File: src/rtl/cbd_pkg.sv
// Shared types and constants for the chunked body decoder.
// No dependencies; every other RTL file takes names from here by scope.
`default_nettype none

package cbd_pkg;

	// Default width of the chunk size counters
	localparam int unsigned SIZE_BITS_DEF = 32;

	// Item field widths
	localparam int unsigned BYTE_W = 8;
	localparam int unsigned KIND_W = 2;

	// Characters of interest on the line side
	localparam logic [BYTE_W-1:0] CH_NUL = 8'h00;
	localparam logic [BYTE_W-1:0] CH_LF  = 8'h0A;
	localparam logic [BYTE_W-1:0] CH_CR  = 8'h0D;

	// Decoder phase
	typedef enum logic [1:0] {
		PH_LINE = 2'd0,
		PH_DATA = 2'd1,
		PH_DONE = 2'd2,
		PH_ERR  = 2'd3
	} phase_t;

	// Result kind codes
	typedef enum logic [KIND_W-1:0] {
		KIND_DATA = 2'd0,
		KIND_END  = 2'd1,
		KIND_ERR  = 2'd2
	} kind_t;

	// Result item handed from the decode core to the output register
	typedef struct packed {
		logic              vld;
		logic [BYTE_W-1:0] data;
		kind_t             kind;
		logic              last;
	} res_t;

endpackage

`default_nettype wire

File: src/rtl/cbd_in_reg.sv
// Input register stage of the chunked body decoder.
// Depends on cbd_pkg for the byte width.
`default_nettype none

module cbd_in_reg (
	input  wire logic                      clk,
	input  wire logic                      arst_n,
	input  wire logic                      src_valid,
	output logic                           src_stall,
	input  wire logic [cbd_pkg::BYTE_W-1:0] byte_in,
	input  wire logic                      advance,
	output logic                           valid_s1,
	output logic [cbd_pkg::BYTE_W-1:0]     byte_s1
);

	logic accept;

	// Hold off the source only while the staged item cannot move on
	assign src_stall = valid_s1 & ~advance;
	assign accept    = src_valid & ~src_stall;

	// Stage occupancy
	always_ff @(posedge clk or negedge arst_n) begin
		if (!arst_n) begin
			valid_s1 <= 1'b0;
		end else if (accept) begin
			valid_s1 <= 1'b1;
		end else if (advance) begin
			valid_s1 <= 1'b0;
		end
	end

	// Payload, no reset
	always_ff @(posedge clk) begin
		if (accept) begin
			byte_s1 <= byte_in;
		end
	end

	// Assertions
	a_stall_only_full: assert property (@(posedge clk) disable iff (!arst_n)
		src_stall |-> valid_s1)
		else $error("source stalled with empty input stage");
	a_adv_needs_item: assert property (@(posedge clk) disable iff (!arst_n)
		advance |-> valid_s1)
		else $error("advance with empty input stage");
	a_hold_byte: assert property (@(posedge clk) disable iff (!arst_n)
		(valid_s1 && !advance) |=> (valid_s1 && $stable(byte_s1)))
		else $error("staged item lost while held");

endmodule

`default_nettype wire

File: src/rtl/cbd_core.sv
// Decode core: phase machine, hex size build and chunk byte counting.
// Depends on cbd_pkg for phase, kind and result types.
`default_nettype none

module cbd_core #(
	parameter int unsigned SIZE_BITS = cbd_pkg::SIZE_BITS_DEF
) (
	input  wire logic                      clk,
	input  wire logic                      arst_n,
	input  wire logic                      go,
	input  wire logic [cbd_pkg::BYTE_W-1:0] ch,
	output cbd_pkg::res_t                  res
);

	cbd_pkg::phase_t phase_q, phase_d;
	logic [SIZE_BITS-1:0] len_q, len_d;
	logic [SIZE_BITS-1:0] taken_q, taken_d;
	logic [SIZE_BITS-1:0] acc_q, acc_d;
	logic stopped_q, stopped_d;
	logic content_q, content_d;
	logic pcr_q, pcr_d;

	logic [SIZE_BITS-1:0] taken_inc;
	logic                 last_byte;
	logic [4:0]           hex;
	logic                 is_nul, is_lf, is_cr;

	// {is_hex, value} of an ASCII character
	function automatic logic [4:0] hex_of(input logic [7:0] c);
		logic [4:0] r;
		r = 5'd0;
		if (c >= 8'h30 && c <= 8'h39) begin
			r = {1'b1, 4'(c - 8'h30)};
		end else if (c >= 8'h61 && c <= 8'h66) begin
			r = {1'b1, 4'(c - 8'h57)};
		end else if (c >= 8'h41 && c <= 8'h46) begin
			r = {1'b1, 4'(c - 8'h37)};
		end
		return r;
	endfunction

	assign hex       = hex_of(ch);
	assign is_nul    = (ch == cbd_pkg::CH_NUL);
	assign is_lf     = (ch == cbd_pkg::CH_LF);
	assign is_cr     = (ch == cbd_pkg::CH_CR);
	assign taken_inc = taken_q + {{(SIZE_BITS-1){1'b0}}, 1'b1};
	assign last_byte = (taken_inc == len_q);

	// Next phase
	always_comb begin
		phase_d = phase_q;
		if (go) begin
			case (phase_q)
				cbd_pkg::PH_LINE: begin
					if (is_nul) begin
						phase_d = cbd_pkg::PH_ERR;
					end else if (is_lf && content_q) begin
						phase_d = (acc_q == '0) ? cbd_pkg::PH_DONE : cbd_pkg::PH_DATA;
					end
				end
				cbd_pkg::PH_DATA: begin
					if (last_byte) begin
						phase_d = cbd_pkg::PH_LINE;
					end
				end
				cbd_pkg::PH_DONE: phase_d = cbd_pkg::PH_DONE;
				cbd_pkg::PH_ERR:  phase_d = cbd_pkg::PH_ERR;
				default:          phase_d = phase_q;
			endcase
		end
	end

	// Result item for the current byte
	always_comb begin
		res      = '0;
		res.kind = cbd_pkg::KIND_DATA;
		if (go) begin
			case (phase_q)
				cbd_pkg::PH_LINE: begin
					if (is_nul) begin
						res.vld  = 1'b1;
						res.kind = cbd_pkg::KIND_ERR;
					end else if (is_lf && content_q && acc_q == '0) begin
						res.vld  = 1'b1;
						res.kind = cbd_pkg::KIND_END;
					end
				end
				cbd_pkg::PH_DATA: begin
					res.vld  = 1'b1;
					res.data = ch;
					res.last = last_byte;
				end
				cbd_pkg::PH_ERR: begin
					res.vld  = 1'b1;
					res.kind = cbd_pkg::KIND_ERR;
				end
				cbd_pkg::PH_DONE: res.vld = 1'b0;
				default:          res.vld = 1'b0;
			endcase
		end
	end

	// Line parser and chunk counters
	always_comb begin
		len_d     = len_q;
		taken_d   = taken_q;
		acc_d     = acc_q;
		stopped_d = stopped_q;
		content_d = content_q;
		pcr_d     = pcr_q;
		if (go && phase_q == cbd_pkg::PH_DATA) begin
			taken_d = taken_inc;
		end else if (go && phase_q == cbd_pkg::PH_LINE && !is_nul) begin
			if (is_lf) begin
				// end of line: latch size (or clear on an empty line)
				len_d     = content_q ? acc_q : '0;
				taken_d   = '0;
				acc_d     = '0;
				stopped_d = 1'b0;
				content_d = 1'b0;
				pcr_d     = 1'b0;
			end else begin
				if (!stopped_q) begin
					if (hex[4]) begin
						acc_d = {acc_q[SIZE_BITS-5:0], hex[3:0]};
					end else begin
						stopped_d = 1'b1;
					end
				end
				// a CR only counts as content once something follows it
				content_d = content_q | pcr_q | ~is_cr;
				pcr_d     = is_cr;
			end
		end
	end

	// State registers
	always_ff @(posedge clk or negedge arst_n) begin
		if (!arst_n) begin
			phase_q   <= cbd_pkg::PH_LINE;
			len_q     <= '0;
			taken_q   <= '0;
			acc_q     <= '0;
			stopped_q <= 1'b0;
			content_q <= 1'b0;
			pcr_q     <= 1'b0;
		end else begin
			phase_q   <= phase_d;
			len_q     <= len_d;
			taken_q   <= taken_d;
			acc_q     <= acc_d;
			stopped_q <= stopped_d;
			content_q <= content_d;
			pcr_q     <= pcr_d;
		end
	end

	// Assertions
	a_err_sticks: assert property (@(posedge clk) disable iff (!arst_n)
		phase_q == cbd_pkg::PH_ERR |=> phase_q == cbd_pkg::PH_ERR)
		else $error("left error phase");
	a_done_silent: assert property (@(posedge clk) disable iff (!arst_n)
		phase_q == cbd_pkg::PH_DONE |-> !res.vld)
		else $error("result after end of body");
	a_data_len: assert property (@(posedge clk) disable iff (!arst_n)
		phase_q == cbd_pkg::PH_DATA |-> len_q != '0)
		else $error("data phase with zero chunk length");

endmodule

`default_nettype wire

File: src/rtl/cbd_out_reg.sv
// Result register of the chunked body decoder.
// Depends on cbd_pkg for the result item type.
`default_nettype none

module cbd_out_reg (
	input  wire logic                  clk,
	input  wire logic                  arst_n,
	input  wire logic                  pending,
	input  wire cbd_pkg::res_t         res,
	output logic                       advance,
	output logic                       res_valid,
	input  wire logic                  res_stall,
	output logic [cbd_pkg::BYTE_W-1:0] byte_out,
	output logic [cbd_pkg::KIND_W-1:0] kind,
	output logic                       chunk_end
);

	logic load;

	// The staged item moves on when the result slot is free or draining
	assign advance = pending & (~res_valid | ~res_stall);
	assign load    = advance & res.vld;

	always_ff @(posedge clk or negedge arst_n) begin
		if (!arst_n) begin
			res_valid <= 1'b0;
		end else begin
			res_valid <= load | (res_valid & res_stall);
		end
	end

	// Payload, no reset
	always_ff @(posedge clk) begin
		if (load) begin
			byte_out  <= res.data;
			kind      <= cbd_pkg::KIND_W'(res.kind);
			chunk_end <= res.last;
		end
	end

	// Assertions
	a_end_is_data: assert property (@(posedge clk) disable iff (!arst_n)
		(res_valid && chunk_end) |-> kind == cbd_pkg::KIND_DATA)
		else $error("chunk end marked on a non-payload item");
	a_non_data_zero: assert property (@(posedge clk) disable iff (!arst_n)
		(res_valid && kind != cbd_pkg::KIND_DATA) |-> byte_out == '0)
		else $error("non-payload item carries a byte");
	a_no_overwrite: assert property (@(posedge clk) disable iff (!arst_n)
		(res_valid && res_stall) |-> !load)
		else $error("result overwritten while stalled");

endmodule

`default_nettype wire

File: src/rtl/chunked_body_decoder_unit.sv
// Top level of the chunked body decoder: input stage, decode core, result register.
// Depends on cbd_pkg, cbd_in_reg, cbd_core and cbd_out_reg.
//
//  channel | direction | handshake            | payload
//  --------+-----------+----------------------+-------------------------------
//  src     | in        | src_valid/src_stall  | byte_in[7:0]
//  res     | out       | res_valid/res_stall  | byte_out[7:0], kind[1:0], chunk_end
//
// One byte per cycle while no stall holds the flow; a byte is registered in the input
// stage and then its result in the result register.
// Each byte is decoded from the input stage once it can advance; the
// decode core updates its state in the same cycle as the result register loads.
// Size-line bytes give no result item but a NUL (error) or the zero-size line's LF (end); none after end of body.
// arst_n clears phase, counters and both stage valid flags.
// A stall on res holds the result; the input stage can still take one more item if it is empty.
`default_nettype none

module chunked_body_decoder_unit #(
	parameter int unsigned SIZE_BITS = cbd_pkg::SIZE_BITS_DEF
) (
	input  wire logic                      clk,
	input  wire logic                      arst_n,
	input  wire logic                      src_valid,
	output logic                           src_stall,
	input  wire logic [cbd_pkg::BYTE_W-1:0] byte_in,
	output logic                           res_valid,
	input  wire logic                      res_stall,
	output logic [cbd_pkg::BYTE_W-1:0]     byte_out,
	output logic [cbd_pkg::KIND_W-1:0]     kind,
	output logic                           chunk_end
);

	logic                      valid_s1;
	logic [cbd_pkg::BYTE_W-1:0] byte_s1;
	logic                      advance;
	cbd_pkg::res_t             res;

	cbd_in_reg u_in (
		.clk       (clk),
		.arst_n    (arst_n),
		.src_valid (src_valid),
		.src_stall (src_stall),
		.byte_in   (byte_in),
		.advance   (advance),
		.valid_s1  (valid_s1),
		.byte_s1   (byte_s1)
	);

	cbd_core #(
		.SIZE_BITS (SIZE_BITS)
	) u_core (
		.clk    (clk),
		.arst_n (arst_n),
		.go     (advance),
		.ch     (byte_s1),
		.res    (res)
	);

	cbd_out_reg u_out (
		.clk       (clk),
		.arst_n    (arst_n),
		.pending   (valid_s1),
		.res       (res),
		.advance   (advance),
		.res_valid (res_valid),
		.res_stall (res_stall),
		.byte_out  (byte_out),
		.kind      (kind),
		.chunk_end (chunk_end)
	);

endmodule

`default_nettype wire
File: config.mk
export PLATFORM = sky130hd
export DESIGN_NAME = chunked_body_decoder_unit
export DESIGN_NICKNAME = d
export VERILOG_FILES = /design/src/rtl/cbd_pkg.sv /design/src/rtl/cbd_in_reg.sv /design/src/rtl/cbd_core.sv /design/src/rtl/cbd_out_reg.sv /design/src/rtl/chunked_body_decoder_unit.sv
export SDC_FILE = /design/constraint.sdc
export NUM_CORES = 1
export LEC_CHECK = 0
export CORE_AREA = 4 4 116 118
export CTS_CLUSTER_DIAMETER = 100
export DETAILED_ROUTE_END_ITERATION = 16
export DIE_AREA = 0 0 120 122
export DONT_BUFFER_PORTS = 1
export GPL_ROUTABILITY_DRIVEN = 1
export GPL_TIMING_DRIVEN = 0
export PLACE_DENSITY = 0.74
export SLEW_MARGIN = 10
export SYNTH_ARGS = -nofsm -noshare
export SYNTH_HDL_FRONTEND = slang
export SYNTH_HIERARCHICAL = 1
export SYNTH_SLANG_ARGS = --single-unit
export TNS_END_PERCENT = 10
File: constraint.sdc
create_clock -name clk -period 6.5 [get_ports clk]
set_input_delay 1.3 -clock clk [delete_from_list [all_inputs] [get_ports clk]]
set_output_delay 1.3 -clock clk [all_outputs]
set_load 0.02 [all_outputs]
==> flow_metrics.py <==
metrics = {
    "cts": {
        "cts_tree": "yes",
        "clockRootBuffer": "clkbuf_16",
        "numCtsBuffers": 17,
        "htree_levels": 4,
        "holdBufCountCts": 0,
        "cts_buffer_depth": 2,
        "clk_latency_ps": 410,
        "path_clk_slew_ps": 60,
        "cts_setup_buffers": 0,
        "clock_sinks": 122,
        "ctsResizeCount": 0,
    },
    "timing": {
        "fin_crit_ps": 3613,
        "fin_crit_sh_pct": 55.59,
        "clock_skew_ps": 9.059,
        "rsz0062_at_grt": "no",
        "setup_viol": 0,
        "hold_violations": 0,
        "max_freq_mhz": 276.7,
        "tightest_slew_ps": 1052,
        "relSlewSlack_pct": 29.86,
        "finalMaxSlewViolations": 0,
        "fin_tns_setup_ps": 0,
    },
    "power_and_ir_drop": {
        "powerDensity_mw_per_mm2": 303.2,
        "p_leak_nw": 3.418,
        "max-vdd-ir-drop_uv": 224.2,
        "total_power_w": 0.002243,
    },
    "finish": {
        "antenna_cells": 0,
        "design_area_mm2": 0.007397,
        "layout.nets": 768,
        "syn2layout_area_growth_pct": 12.95,
        "drive_gt1_share_pct": 8.158,
    },
    "global_routing": {
        "grt_pass1_vias": 5419,
        "grt_antenna_before_repair": 0,
        "grt_pass1_wl_um": 27030,
        "grt_remaining_overflow": 0,
        "grt_max_degree": 104,
        "track_usage_pct": 23.54,
    },
    "setup_path": {
        "reg2reg_to": "u_core/phase_q[0]",
        "crit_buf_inv": 0,
        "cpMaxStageDelayCell": "dfrtp_1",
        "required_ps": 6790,
        "path_common_cell": "nand4_1",
        "worstSetupStartpointType": "register",
        "path_class": "register to register",
        "ff2ff_path_depth": 9,
        "cpLargestDelayFamily": "simple AND/OR/NAND/NOR gates",
        "r2r-start": "u_core/taken_q[0]",
        "crit_fanout": 7,
        "cp_cell_sequence": "ha_1 -> and3_1 -> nand4_1 -> or3_1 -> a311oi_1 -> nor4b_1 -> nand4_1 -> a21oi_2 -> mux2_1",
        "r2r_slack_ps": 2890,
        "startpoint": "u_core/taken_q[0]",
        "path_depth": 9,
        "crit_end": "u_core/phase_q[0]",
        "arrival_ps": 3910,
        "slowest_delay_ps": 450,
        "crit_path_end_kind": "register",
    },
    "floorplanning": {
        "die_w_um": 120,
        "die-area_mm2": 0.01464,
        "core_area_mm2": 0.01247,
        "ios": 25,
        "die_h_um": 122,
        "rows": 41,
        "start_util_pct": 52.53,
    },
    "synthesis": {
        "synth.ff_latch_count": 122,
        "synthTopCellsByCount": "137 x nand2_1, 103 x dfrtp_1, 72 x nand3_1",
        "seq_area_frac_synth_pct": 48.07,
        "synthTopCellsByArea": "dfrtp_1 39%, edfxtp_1 8.7%, nand2_1 7.9%",
        "syn_nets": 748,
        "syn_area_mm2": 0.006549,
        "synth.largest_area_cell": "dfrtp_1",
        "syn_avg_cell_area_um2": 9.008,
        "syn_inst": 727,
        "synth-async-reset-ratio_pct": 84.43,
        "synth.distinct_cells": 58,
        "synth_flop_cell": "dfrtp_1",
        "post-synth-top-count-cell": "nand2_1",
        "netlist.area_leader.share_pct": 39.36,
        "ys_warn_count": 6,
        "synth-edff-count": 19,
    },
    "placement": {
        "portBuffers": 0,
        "gp_congestion": 0.9126,
        "hpwl_um": 11520,
        "place_area_mm2": 0.006764,
    },
    "drt": {
        "routed-via-count": 5633,
        "drt_iter0_drc": 606,
        "drtPass1Iterations": 5,
        "drcViolationCount": 0,
        "wl_um": 16660,
        "routedWlPerCell_um": 17.87,
        "vias_per_cell": 6.044,
        "ant_nets": 0,
    },
    "run_status": {
        "status": "finished clean",
    },
    "min_path": {
        "hold_class": "register to register",
    },
    "job": {
        "maxCapViolations": 0,
    },
}
==> stage by stage <==
stage / hold WS, ps / utilization [%] / std cells / setup slack (ps)
after floorplan: 443.2 / - / 727 / 3289
after global placement: 458.4 / 54.26 / 899 / 2868
after detailed placement: 485.8 / 54.26 / 899 / 2868
after CTS: 503.1 / 59.29 / 931 / 2973
after global routing: 518.0 / 59.34 / 932 / 2618
final: 498.4 / 59.34 / 932 / 2887
==> state kept, by name, summed over array words and instances, names as in the netlist <==
register / flops
u_out/kind: 2
u_out/res_valid: 1
u_core/content_q: 1
u_core/phase_q: 2
u_out/chunk_end: 1
u_core/stopped_q: 1
u_in/byte_s1: 8
u_out/byte_out: 8
u_core/acc_q: 32
u_core/taken_q: 32
u_in/valid_s1: 1
u_core/len_q: 32
u_core/pcr_q: 1
==> area by class of cell <==
type	instances	area, µm²
timing repair buffer	1	5.005
multi-input combinational	547	3161
clock inverter	12	158.9
tap	172	215.2
inverter	10	37.54
fill	1065	5069
clock buffer	20	467.9
sequential	122	3148
buffer	48	203.9
==> cells by family after synthesis <==
kind of cell	synth area share [%]
DFF	48.07
xor gates and xnor gates	5.617
AOI/OAI and AO/OA	11.29
buffers and inverters	3.687
muxes	1.662
adders and majority gates	1.720
and+or+nand+nor	27.95
==> worst min path at each step <==
stage	cells past startpoint	startpoint	endpoint	slack [ps]
after CTS	2	u_core/len_q[7]	u_core/len_q[7]	500
after floorplan	2	u_core/pcr_q	u_core/pcr_q	440
after detailed placement	2	u_core/len_q[5]	u_core/len_q[5]	490
after global routing	2	u_core/len_q[20]	u_core/len_q[20]	520
final	2	u_core/len_q[21]	u_core/len_q[21]	500
after global placement	2	u_core/pcr_q	u_core/pcr_q	460
==> worst register-to-register path, stage by stage (launching register included) <==
cell and delay, ps:
dfrtp_1 450, ha_1 290, and3_1 280, nand4_1 300, or3_1 430, a311oi_1 390
nor4b_1 400, nand4_1 340, a21oi_2 300, mux2_1 330
==> layer usage <==
layer / share of wire, % / up-vias / GRT usage, %
met5: 0 / - / 0
met4: 3.3 / 0 / 10.74
met3: 6.1 / 41 / 6.128
met2: 48 / 230 / 38.85
met1: 43 / 2723 / 29.17
li1: - / 2639 / -
==> cells in the final DEF, fill, tap and decap left out, types with 9 or more instances in the layout <==
master       n
a21oi_1     16
a31oi_1     12
and3_1      15
and4_1      10
buf_2       13
clkbuf_1    33
clkbuf_16   18
dfrtp_1    103
edfxtp_1    19
ha_1         9
inv_1       10
nand2_1    137
nand3_1     72
nand4_1     17
nor2_1      51
nor4_1      13
o21ai_0     51
o31ai_1     12
or3_1        9
xnor2_1     23
xor2_1      19
==> report_power, final <==
part,total [W],internal [W],switching (W)
logic,0.000352,0.000115,0.000237
registers,0.000900,0.000837,0.0000628
clock network,0.000991,0.000639,0.000352
Note: power is estimated with default switching activity, not from simulation.
